## config.mk

```make
export PLATFORM = sky130hd
export DESIGN_NAME = overlapping_tile_grid_walker
export DESIGN_NICKNAME = d
export VERILOG_FILES = /design/src/hdl/otgw_pkg.sv /design/src/hdl/otgw_div.sv /design/src/hdl/otgw_ctrl.sv /design/src/hdl/otgw_dpath.sv /design/src/hdl/overlapping_tile_grid_walker.sv
export SDC_FILE = /design/constraint.sdc
export NUM_CORES = 1
export LEC_CHECK = 0
export ABC_AREA = 1
export BUFFER_PORTS_ARGS = -buffer_cell sky130_fd_sc_hd__buf_2
export CAP_MARGIN = 20
export CORE_MARGIN = 2
export CORE_UTILIZATION = 45
export DETAILED_ROUTE_END_ITERATION = 12
export GPL_TIMING_DRIVEN = 0
export HOLD_SLACK_MARGIN = 0.06
export MAX_ROUTING_LAYER = met4
export SYNTH_ARGS = -nofsm -noshare
export SYNTH_HDL_FRONTEND = slang
export SYNTH_SLANG_ARGS = --single-unit
```

## constraint.sdc

```tcl
create_clock -name clk -period 11.7 [get_ports clk]
set_clock_uncertainty 0.15 [all_clocks]
set_input_delay 1.17 -clock clk [delete_from_list [all_inputs] [get_ports clk]]
set_output_delay 1.17 -clock clk [all_outputs]
set_load 0.05 [all_outputs]
```

## src/hdl/otgw_pkg.sv

```systemverilog
// shared types and constants for the overlapping tile grid walker
// no dependencies; used by every module of the block by scoped names

package otgw_pkg;

  localparam int COORD_BITS   = 20;
  localparam int CNT_BITS     = $clog2(COORD_BITS + 1);
  localparam int CFG_IDX_BITS = 3;

  // configuration register indexes
  typedef enum logic [CFG_IDX_BITS-1:0] {
    CFG_TILE_HEIGHT  = 3'd0,
    CFG_TILE_WIDTH   = 3'd1,
    CFG_IMAGE_HEIGHT = 3'd2,
    CFG_IMAGE_WIDTH  = 3'd3,
    CFG_OVERLAP      = 3'd4,
    CFG_EDGE_MODE    = 3'd5,
    CFG_EXTRA_RIGHT  = 3'd6,
    CFG_EXTRA_DOWN   = 3'd7
  } cfg_idx_t;

  // result status codes
  typedef enum logic [1:0] {
    STS_OK      = 2'd0,
    STS_INVALID = 2'd1,
    STS_NO_WALK = 2'd2
  } tile_sts_t;

  // controller to datapath commands
  typedef struct packed {
    logic      restart_load;  // snapshot settings, start column divide
    logic      col_plan;      // take column count, start row divide
    logic      row_plan;      // take row count
    logic      emit_tile;     // load current tile into output, advance
    logic      emit_err;      // load error result into output
    tile_sts_t err_code;
  } dp_cmd_t;

  // datapath to controller status
  typedef struct packed {
    logic cfg_ok;
    logic div_done;
    logic walk_active;
  } dp_sts_t;

endpackage

```

## src/hdl/otgw_div.sv

```systemverilog
// iterative restoring divider, one quotient bit per cycle
// depends on otgw_pkg for the operand width

module otgw_div (
  input  logic                           clk,
  input  logic                           rst_n,
  input  logic                           start,
  input  logic [otgw_pkg::COORD_BITS-1:0] dividend,
  input  logic [otgw_pkg::COORD_BITS-1:0] divisor,
  output logic                           done,
  output logic [otgw_pkg::COORD_BITS-1:0] quot,
  output logic                           rem_nz
);

  localparam int W  = otgw_pkg::COORD_BITS;
  localparam int CB = otgw_pkg::CNT_BITS;

  logic [W-1:0]  quot_r, rem_r, div_r;
  logic [CB-1:0] cnt_r;
  logic [W:0]    shifted;
  logic [W+1:0]  diff;

  assign shifted = {rem_r, quot_r[W-1]};
  assign diff    = {1'b0, shifted} - {2'b00, div_r};
  assign done    = (cnt_r == CB'(W));
  assign quot    = quot_r;
  assign rem_nz  = |rem_r;

  always_ff @(posedge clk) begin
    if (!rst_n) begin
      cnt_r <= CB'(W);
    end else if (start) begin
      cnt_r <= '0;
    end else if (!done) begin
      cnt_r <= cnt_r + CB'(1);
    end
  end

  always_ff @(posedge clk) begin
    if (start) begin
      quot_r <= dividend;
      rem_r  <= '0;
      div_r  <= divisor;
    end else if (!done) begin
      quot_r <= {quot_r[W-2:0], ~diff[W+1]};
      // negative trial keeps the shifted remainder
      rem_r  <= diff[W+1] ? shifted[W-1:0] : diff[W-1:0];
    end
  end

endmodule

```

## src/hdl/otgw_ctrl.sv

```systemverilog
// controller state machine: request handshake, divide sequencing, output register valid
// depends on otgw_pkg for command and status structs

module otgw_ctrl (
  input  logic              clk,
  input  logic              rst_n,
  input  logic              in_valid,
  output logic              in_stall,
  input  logic              in_restart,
  output logic              out_valid,
  input  logic              out_stall,
  input  otgw_pkg::dp_sts_t sts,
  output otgw_pkg::dp_cmd_t cmd
);

  typedef enum logic [3:0] {
    ST_IDLE    = 4'b0001,
    ST_DIV_COL = 4'b0010,
    ST_DIV_ROW = 4'b0100,
    ST_EMIT    = 4'b1000
  } state_t;

  state_t state_r, state_nxt;
  logic   out_valid_r, out_valid_nxt;
  logic   slot_free, accept;

  assign slot_free = !out_valid_r || !out_stall;
  assign in_stall  = (state_r != ST_IDLE) || !slot_free;
  assign accept    = in_valid && !in_stall;
  assign out_valid = out_valid_r;

  always_comb begin
    state_nxt    = state_r;
    cmd          = '0;
    cmd.err_code = otgw_pkg::STS_OK;
    unique case (state_r)
      ST_IDLE: begin
        if (accept) begin
          if (in_restart) begin
            if (sts.cfg_ok) begin
              cmd.restart_load = 1'b1;
              state_nxt        = ST_DIV_COL;
            end else begin
              cmd.emit_err = 1'b1;
              cmd.err_code = otgw_pkg::STS_INVALID;
            end
          end else if (sts.walk_active) begin
            cmd.emit_tile = 1'b1;
          end else begin
            cmd.emit_err = 1'b1;
            cmd.err_code = otgw_pkg::STS_NO_WALK;
          end
        end
      end
      ST_DIV_COL: begin
        if (sts.div_done) begin
          cmd.col_plan = 1'b1;
          state_nxt    = ST_DIV_ROW;
        end
      end
      ST_DIV_ROW: begin
        if (sts.div_done) begin
          cmd.row_plan = 1'b1;
          state_nxt    = ST_EMIT;
        end
      end
      ST_EMIT: begin
        if (slot_free) begin
          cmd.emit_tile = 1'b1;
          state_nxt     = ST_IDLE;
        end
      end
      default: state_nxt = ST_IDLE;
    endcase
  end

  always_comb begin
    if (cmd.emit_tile || cmd.emit_err) begin
      out_valid_nxt = 1'b1;
    end else if (!out_stall) begin
      out_valid_nxt = 1'b0;
    end else begin
      out_valid_nxt = out_valid_r;
    end
  end

  always_ff @(posedge clk) begin
    if (!rst_n) begin
      state_r     <= ST_IDLE;
      out_valid_r <= 1'b0;
    end else begin
      state_r     <= state_nxt;
      out_valid_r <= out_valid_nxt;
    end
  end

endmodule

```

## src/hdl/otgw_dpath.sv

```systemverilog
// datapath: settings registers, walk plan, tile position counters, output payload
// depends on otgw_pkg and instantiates otgw_div

module otgw_dpath (
  input  logic                                clk,
  input  logic                                rst_n,
  input  logic                                cfg_valid,
  input  logic [otgw_pkg::CFG_IDX_BITS-1:0]   cfg_index,
  input  logic [otgw_pkg::COORD_BITS-1:0]     cfg_data,
  input  otgw_pkg::dp_cmd_t                   cmd,
  output otgw_pkg::dp_sts_t                   sts,
  output logic [otgw_pkg::COORD_BITS-1:0]     out_tile_x,
  output logic [otgw_pkg::COORD_BITS-1:0]     out_tile_y,
  output logic [otgw_pkg::COORD_BITS-1:0]     out_tile_w,
  output logic [otgw_pkg::COORD_BITS-1:0]     out_tile_h,
  output logic                                out_last,
  output logic [1:0]                          out_status
);

  localparam int W = otgw_pkg::COORD_BITS;

  // settings registers
  logic [W-1:0] tile_height_r, tile_width_r, image_height_r, image_width_r, overlap_r;
  logic         edge_mode_r, extra_right_r, extra_down_r;

  // walk snapshot and plan
  logic [W-1:0] col_img_r, col_tile_r, row_img_r, row_tile_r, ov_r;
  logic [W-1:0] col_stride_r, row_stride_r, col_count_r, row_count_r;
  logic         mode_r, allow_col_r, allow_row_r, col_extra_r, row_extra_r;

  // walk position
  logic [W-1:0] col_index_r, row_index_r, x_pos_r, y_pos_r;
  logic         walk_active_r;

  // output payload
  logic [W-1:0] tile_x_r, tile_y_r, tile_w_r, tile_h_r;
  logic         last_r;
  logic [1:0]   status_r;

  logic         div_start, div_done, div_rem_nz;
  logic [W-1:0] div_dividend, div_divisor, div_quot;
  logic         ok_col, ok_row, extra_now;
  logic         col_last, row_last, fin;
  logic [W-1:0] cur_x, cur_y, cur_w, cur_h;

  always_ff @(posedge clk) begin
    if (!rst_n) begin
      tile_height_r  <= '0;
      tile_width_r   <= '0;
      image_height_r <= '0;
      image_width_r  <= '0;
      overlap_r      <= '0;
      edge_mode_r    <= 1'b0;
      extra_right_r  <= 1'b1;
      extra_down_r   <= 1'b1;
    end else if (cfg_valid) begin
      unique case (otgw_pkg::cfg_idx_t'(cfg_index))
        otgw_pkg::CFG_TILE_HEIGHT:  tile_height_r  <= cfg_data;
        otgw_pkg::CFG_TILE_WIDTH:   tile_width_r   <= cfg_data;
        otgw_pkg::CFG_IMAGE_HEIGHT: image_height_r <= cfg_data;
        otgw_pkg::CFG_IMAGE_WIDTH:  image_width_r  <= cfg_data;
        otgw_pkg::CFG_OVERLAP:      overlap_r      <= cfg_data;
        otgw_pkg::CFG_EDGE_MODE:    edge_mode_r    <= cfg_data[0];
        otgw_pkg::CFG_EXTRA_RIGHT:  extra_right_r  <= cfg_data[0];
        otgw_pkg::CFG_EXTRA_DOWN:   extra_down_r   <= cfg_data[0];
        default: ;
      endcase
    end
  end

  assign ok_col = (image_width_r != '0) && (tile_width_r != '0) &&
                  (tile_width_r <= image_width_r) && (overlap_r < tile_width_r);
  assign ok_row = (image_height_r != '0) && (tile_height_r != '0) &&
                  (tile_height_r <= image_height_r) && (overlap_r < tile_height_r);

  // column divide starts from the live settings, row divide from the snapshot
  assign div_start    = cmd.restart_load || cmd.col_plan;
  assign div_dividend = cmd.restart_load ? (image_width_r - overlap_r) : (row_img_r - ov_r);
  assign div_divisor  = cmd.restart_load ? (tile_width_r - overlap_r) : row_stride_r;

  otgw_div u_div (
    .clk      (clk),
    .rst_n    (rst_n),
    .start    (div_start),
    .dividend (div_dividend),
    .divisor  (div_divisor),
    .done     (div_done),
    .quot     (div_quot),
    .rem_nz   (div_rem_nz)
  );

  // a remainder means the regular grid stops short of the far edge
  assign extra_now = div_rem_nz && (!mode_r || (cmd.col_plan ? allow_col_r : allow_row_r));

  always_ff @(posedge clk) begin
    if (cmd.restart_load) begin
      col_img_r    <= image_width_r;
      col_tile_r   <= tile_width_r;
      row_img_r    <= image_height_r;
      row_tile_r   <= tile_height_r;
      ov_r         <= overlap_r;
      col_stride_r <= tile_width_r - overlap_r;
      row_stride_r <= tile_height_r - overlap_r;
      mode_r       <= edge_mode_r;
      allow_col_r  <= extra_right_r;
      allow_row_r  <= extra_down_r;
    end
    if (cmd.col_plan) begin
      col_extra_r <= extra_now;
      col_count_r <= div_quot + W'(extra_now);
    end
    if (cmd.row_plan) begin
      row_extra_r <= extra_now;
      row_count_r <= div_quot + W'(extra_now);
    end
  end

  assign col_last = ((W+1)'(col_index_r) + (W+1)'(1)) == (W+1)'(col_count_r);
  assign row_last = ((W+1)'(row_index_r) + (W+1)'(1)) == (W+1)'(row_count_r);
  assign fin      = col_last && row_last;

  always_comb begin
    if (mode_r) begin
      cur_x = (col_last && col_extra_r) ? (col_img_r - col_tile_r) : x_pos_r;
      cur_y = (row_last && row_extra_r) ? (row_img_r - row_tile_r) : y_pos_r;
      cur_w = col_tile_r;
      cur_h = row_tile_r;
    end else begin
      cur_x = x_pos_r;
      cur_y = y_pos_r;
      cur_w = col_last ? (col_img_r - x_pos_r) : col_tile_r;
      cur_h = row_last ? (row_img_r - y_pos_r) : row_tile_r;
    end
  end

  always_ff @(posedge clk) begin
    if (!rst_n) begin
      walk_active_r <= 1'b0;
      col_index_r   <= '0;
      row_index_r   <= '0;
      x_pos_r       <= '0;
      y_pos_r       <= '0;
    end else if (cmd.restart_load) begin
      walk_active_r <= 1'b1;
      col_index_r   <= '0;
      row_index_r   <= '0;
      x_pos_r       <= '0;
      y_pos_r       <= '0;
    end else if (cmd.emit_err) begin
      walk_active_r <= 1'b0;
    end else if (cmd.emit_tile) begin
      priority if (fin) begin
        walk_active_r <= 1'b0;
      end else if (col_last) begin
        col_index_r <= '0;
        x_pos_r     <= '0;
        row_index_r <= row_index_r + W'(1);
        y_pos_r     <= y_pos_r + row_stride_r;
      end else begin
        col_index_r <= col_index_r + W'(1);
        x_pos_r     <= x_pos_r + col_stride_r;
      end
    end
  end

  always_ff @(posedge clk) begin
    if (cmd.emit_tile) begin
      tile_x_r <= cur_x;
      tile_y_r <= cur_y;
      tile_w_r <= cur_w;
      tile_h_r <= cur_h;
      last_r   <= fin;
      status_r <= otgw_pkg::STS_OK;
    end else if (cmd.emit_err) begin
      tile_x_r <= '0;
      tile_y_r <= '0;
      tile_w_r <= '0;
      tile_h_r <= '0;
      last_r   <= 1'b1;
      status_r <= cmd.err_code;
    end
  end

  assign sts.cfg_ok      = ok_col && ok_row;
  assign sts.div_done    = div_done;
  assign sts.walk_active = walk_active_r;

  assign out_tile_x = tile_x_r;
  assign out_tile_y = tile_y_r;
  assign out_tile_w = tile_w_r;
  assign out_tile_h = tile_h_r;
  assign out_last   = last_r;
  assign out_status = status_r;

endmodule

```

## src/hdl/overlapping_tile_grid_walker.sv

```systemverilog
// a next-tile request shows its result in the cycle after acceptance;
// a restart runs two passes of the bit-serial divider (column, then row) before its first tile
// throughput: one tile per cycle while the output is taken; the output register frees each cycle
// reset: synchronous active-low rst_n clears settings to their defaults and ends any walk
// depends on otgw_pkg, otgw_ctrl, otgw_dpath (with otgw_div)

module overlapping_tile_grid_walker (
  input  logic                              clk,
  input  logic                              rst_n,
  input  logic                              in_valid,
  output logic                              in_stall,
  input  logic                              in_restart,
  output logic                              out_valid,
  input  logic                              out_stall,
  output logic [otgw_pkg::COORD_BITS-1:0]   out_tile_x,
  output logic [otgw_pkg::COORD_BITS-1:0]   out_tile_y,
  output logic [otgw_pkg::COORD_BITS-1:0]   out_tile_w,
  output logic [otgw_pkg::COORD_BITS-1:0]   out_tile_h,
  output logic                              out_last,
  output logic [1:0]                        out_status,
  input  logic                              cfg_valid,
  output logic                              cfg_ready,
  input  logic [otgw_pkg::CFG_IDX_BITS-1:0] cfg_index,
  input  logic [otgw_pkg::COORD_BITS-1:0]   cfg_data
);

  otgw_pkg::dp_cmd_t cmd;
  otgw_pkg::dp_sts_t sts;

  // settings registers take a write every cycle
  assign cfg_ready = 1'b1;

  otgw_ctrl u_ctrl (
    .clk        (clk),
    .rst_n      (rst_n),
    .in_valid   (in_valid),
    .in_stall   (in_stall),
    .in_restart (in_restart),
    .out_valid  (out_valid),
    .out_stall  (out_stall),
    .sts        (sts),
    .cmd        (cmd)
  );

  otgw_dpath u_dpath (
    .clk        (clk),
    .rst_n      (rst_n),
    .cfg_valid  (cfg_valid && cfg_ready),
    .cfg_index  (cfg_index),
    .cfg_data   (cfg_data),
    .cmd        (cmd),
    .sts        (sts),
    .out_tile_x (out_tile_x),
    .out_tile_y (out_tile_y),
    .out_tile_w (out_tile_w),
    .out_tile_h (out_tile_h),
    .out_last   (out_last),
    .out_status (out_status)
  );

endmodule

```

==> key figures <==
Die
  – Die width: 277 um
  – Rows: 100
  – Die ar.: 0.0766 mm^2
  – Core area: 0.0741 mm^2
  – I/O pin count: 115
  – Die height: 277 um
  – Starting Density: 0.452

Synthesis
  – Synth top area share: 0.275
  – Avg Inst Size Synth: 7.75 um^2
  – Async S/R FF share, synth: 0
  – Number of flops mapped to enable cells by yosys: 306
  – Syn nets: 4616
  – Most instantiated cells after synthesis: nand2_1, nor2_1, inv_1
  – Most common cell in the netlist: nand2_1
  – Top_reg_cell synth: edfxtp_1
  – Post-synthesis sequential area ratio: 0.404
  – Library cells used by synthesis: 52
  – Seq cells post-synth: 522
  – Post-Syn Instances: 4318
  – Synthesized area: 0.0335 mm^2
  – Ys Warns: 0
  – Synth area leader: edfxtp_1
  – Top cells by area, synth: edfxtp_1, dfxtp_1, nand2_1

Worst setup path
  – WP data arrival: 5.48 ns
  – Crit path kind: reg -> reg
  – CP max stage delay: 0.48 ns
  – Crit path required time: 12.00 ns
  – Worst path most repeated cell: buf_12
  – Crit path max-delay cell type: o21ai_0
  – CP Launch Type: register
  – CP Cell Sequence: ha_1 -> fa_1 -> o21ai_0 -> nand3_1 -> nand3_1 -> inv_1 -> nor2_1 -> nand4_1 -> inv_1 -> buf_2 -> buf_12 -> buf_12 -> buf_12 -> nand2_1 -> nand2_1
  – Setup crit end kind: register
  – CP max FO: 44

Drt
  – DR iter-0 viols: 3013
  – # DRC: 0
  – Antenna Violating Nets Remaining: 0
  – Vias: 30400
  – Drt via density: 5.50
  – DR WL/cell: 22.3 um
  – Drt total wl: 123000 um
  – DRT Pass-1 Iters: 6

Power
  – Power Dens Cells: 157 mW/mm^2
  – Sw Share: 0.358
  – P_int: 3.77 mW
  – Max IR drop VDD: 0.000139 V
  – Share of power burned in registers: 0.398
  – Combinational share of power: 0.272
  – Static leakage power: 16.6 nW
  – Clock share of power: 0.330
  – Net Sw Power: 2.10 mW

Clock tree
  – Clock buffer depth: 3
  – Clock slew at reported path FFs: 0.06 ns
  – CTS tree: built
  – Clk sinks: 522
  – TritonCTS Buffers: 59
  – Post-CTS resize count: 0
  – CTS HTree Levels: 2
  – Hold buffer count at cts: 0
  – Clk_lat worst skew: 0.66 ns
  – Root Buffer: clkbuf_16
  – Total setup buffers inserted after CTS: 0

Run status
  – Status: complete, no violations

Timing
  – Setup violations, final: 0
  – FMAX: 0.193 GHz
  – Tmin final: 5.19 ns
  – Worst-Margin Slew: 1.10 ns
  – Pins Over Slew Limit: 0
  – Slew Limit Headroom: 0.266
  – Fin crit share: 0.443
  – Min Hold Slack: 0.278 ns
  – RSZ-0062 raised after global routing: false
  – Setup total negative slack: 0 ns
  – Final hold violation count: 0

GRT
  – Vias in the first global route: 27500
  – Largest net degree at the start of global routing: 60
  – Tot GR Track Use: 0.323
  – GRT Max-Usage Layer: met1
  – First-pass GRT wire length: 177000 um
  – Met2 Use GR: 0.462
  – Met3 usage: 0.0507
  – Met1 usage: 0.463
  – Initial antenna violation count: 5
  – Gr ovfl total: 0

Flow run
  – Max_cap viols: 0

Placement
  – # port buffers: 111
  – GP Congestion: 1.01
  – Hpwl dp: 101000 um

Finish
  – Final #Nets: 4795
  – Share of layout cells above drive strength 1: 0.0574
  – Final core utilization: 0.505
  – Area growth syn-to-layout: 11.8%

Worst hold path
  – Hold Crit Class: reg -> reg
critical path: cells and delay by family (launching register included):
family	cells	cell delay, ns
compound gates	1	0.48
buf+inv	6	1.60
fa+ha+maj	2	0.75
simple gates	6	1.50
flops	1	0.43
metal layers:
| layer | wire, um | part of all wire |
|---|---|---|
| met1 | 56900 | 0.46 |
| met2 | 51500 | 0.42 |
| met3 | 10100 | 0.082 |
| met4 | 4760 | 0.039 |
| met5 | 0 | 0 |
through the flow:
stage / setup slack [ns] / area (um^2) / power (mW) / instances
6_report: 6.51 / 37400 / 5.86 / 5517
5_1_grt: 6.03 / 37400 / 6.11 / 5517
4_1_cts: 6.51 / 37400 / 5.87 / 5515
3_5_place_dp: 6.59 / 35400 / 3.94 / 5404
3_3_place_gp: 0.368 / 35200 / 3.93 / 5398
2_1_floorplan: 4.75 / 33500 / 3.44 / 4318
cells by family after synthesis:
| group | Yosys count | share of synthesized area |
|---|---|---|
| adders and majority gates | 269 | 0.103 |
| DFF | 522 | 0.404 |
| xor gates and xnor gates | 219 | 0.0577 |
| other | 1 | 0.000112 |
| and+or+nand+nor | 1840 | 0.227 |
| AOI/OAI and AO/OA | 874 | 0.141 |
| buffers and inverters | 593 | 0.0675 |
power groups by stage:
stage | Combinational (mW) | Sequential [mW] | Clock (mW)
detailed placement | 1.57 | 2.37 | 0
global route | 1.74 | 2.35 | 2.02
CTS | 1.57 | 2.33 | 1.96
finish | 1.60 | 2.33 | 1.93
floorplan | 0.825 | 2.61 | 0
global placement | 1.54 | 2.39 | 0
path summary, 6_finish.rpt:
| path | start | end | slack [ns] | cells after the start |
|---|---|---|---|---|
| worst max-delay path | u_dpath.overlap_r[0]$_SDFFE_PN0P_ | u_dpath.u_div.div_r[14]$_DFFE_PN_ | 6.51 | 15 |
| worst min-delay path | u_dpath.image_height_r[8]$_SDFFE_PN0P_ | u_dpath.row_img_r[8]$_DFFE_PN_ | 0.28 | 0 |
| worst max register to register | u_dpath.overlap_r[0]$_SDFFE_PN0P_ | u_dpath.u_div.div_r[14]$_DFFE_PN_ | 6.51 | 15 |
| worst min register to register | u_dpath.image_height_r[8]$_SDFFE_PN0P_ | u_dpath.row_img_r[8]$_DFFE_PN_ | 0.28 | 0 |
cell type report:
| cell class | instances | area [um^2] |
|---|---|---|
| diodes | 1 | 2.50 |
| plain buffers | 100 | 410 |
| clock buffers | 74 | 1580 |
| clock inverters | 37 | 425 |
| fillers | 7319 | 36700 |
| inverters | 493 | 1850 |
| multi-input cells | 3203 | 17700 |
| flip-flops and latches | 522 | 13500 |
| well taps | 969 | 1210 |
| repair buffers | 118 | 706 |
layout by cell type, fill, tap and decap left out, types with 136 or more instances in the layout:
master and n:
a21oi_1 403, buf_2 136, dfxtp_1 216, edfxtp_1 306, ha_1 258, inv_1 488, nand2_1 959, nand3_1 196
nor2_1 502, o21ai_0 320, xor2_1 145
Note: power is estimated with default switching activity, not from simulation.
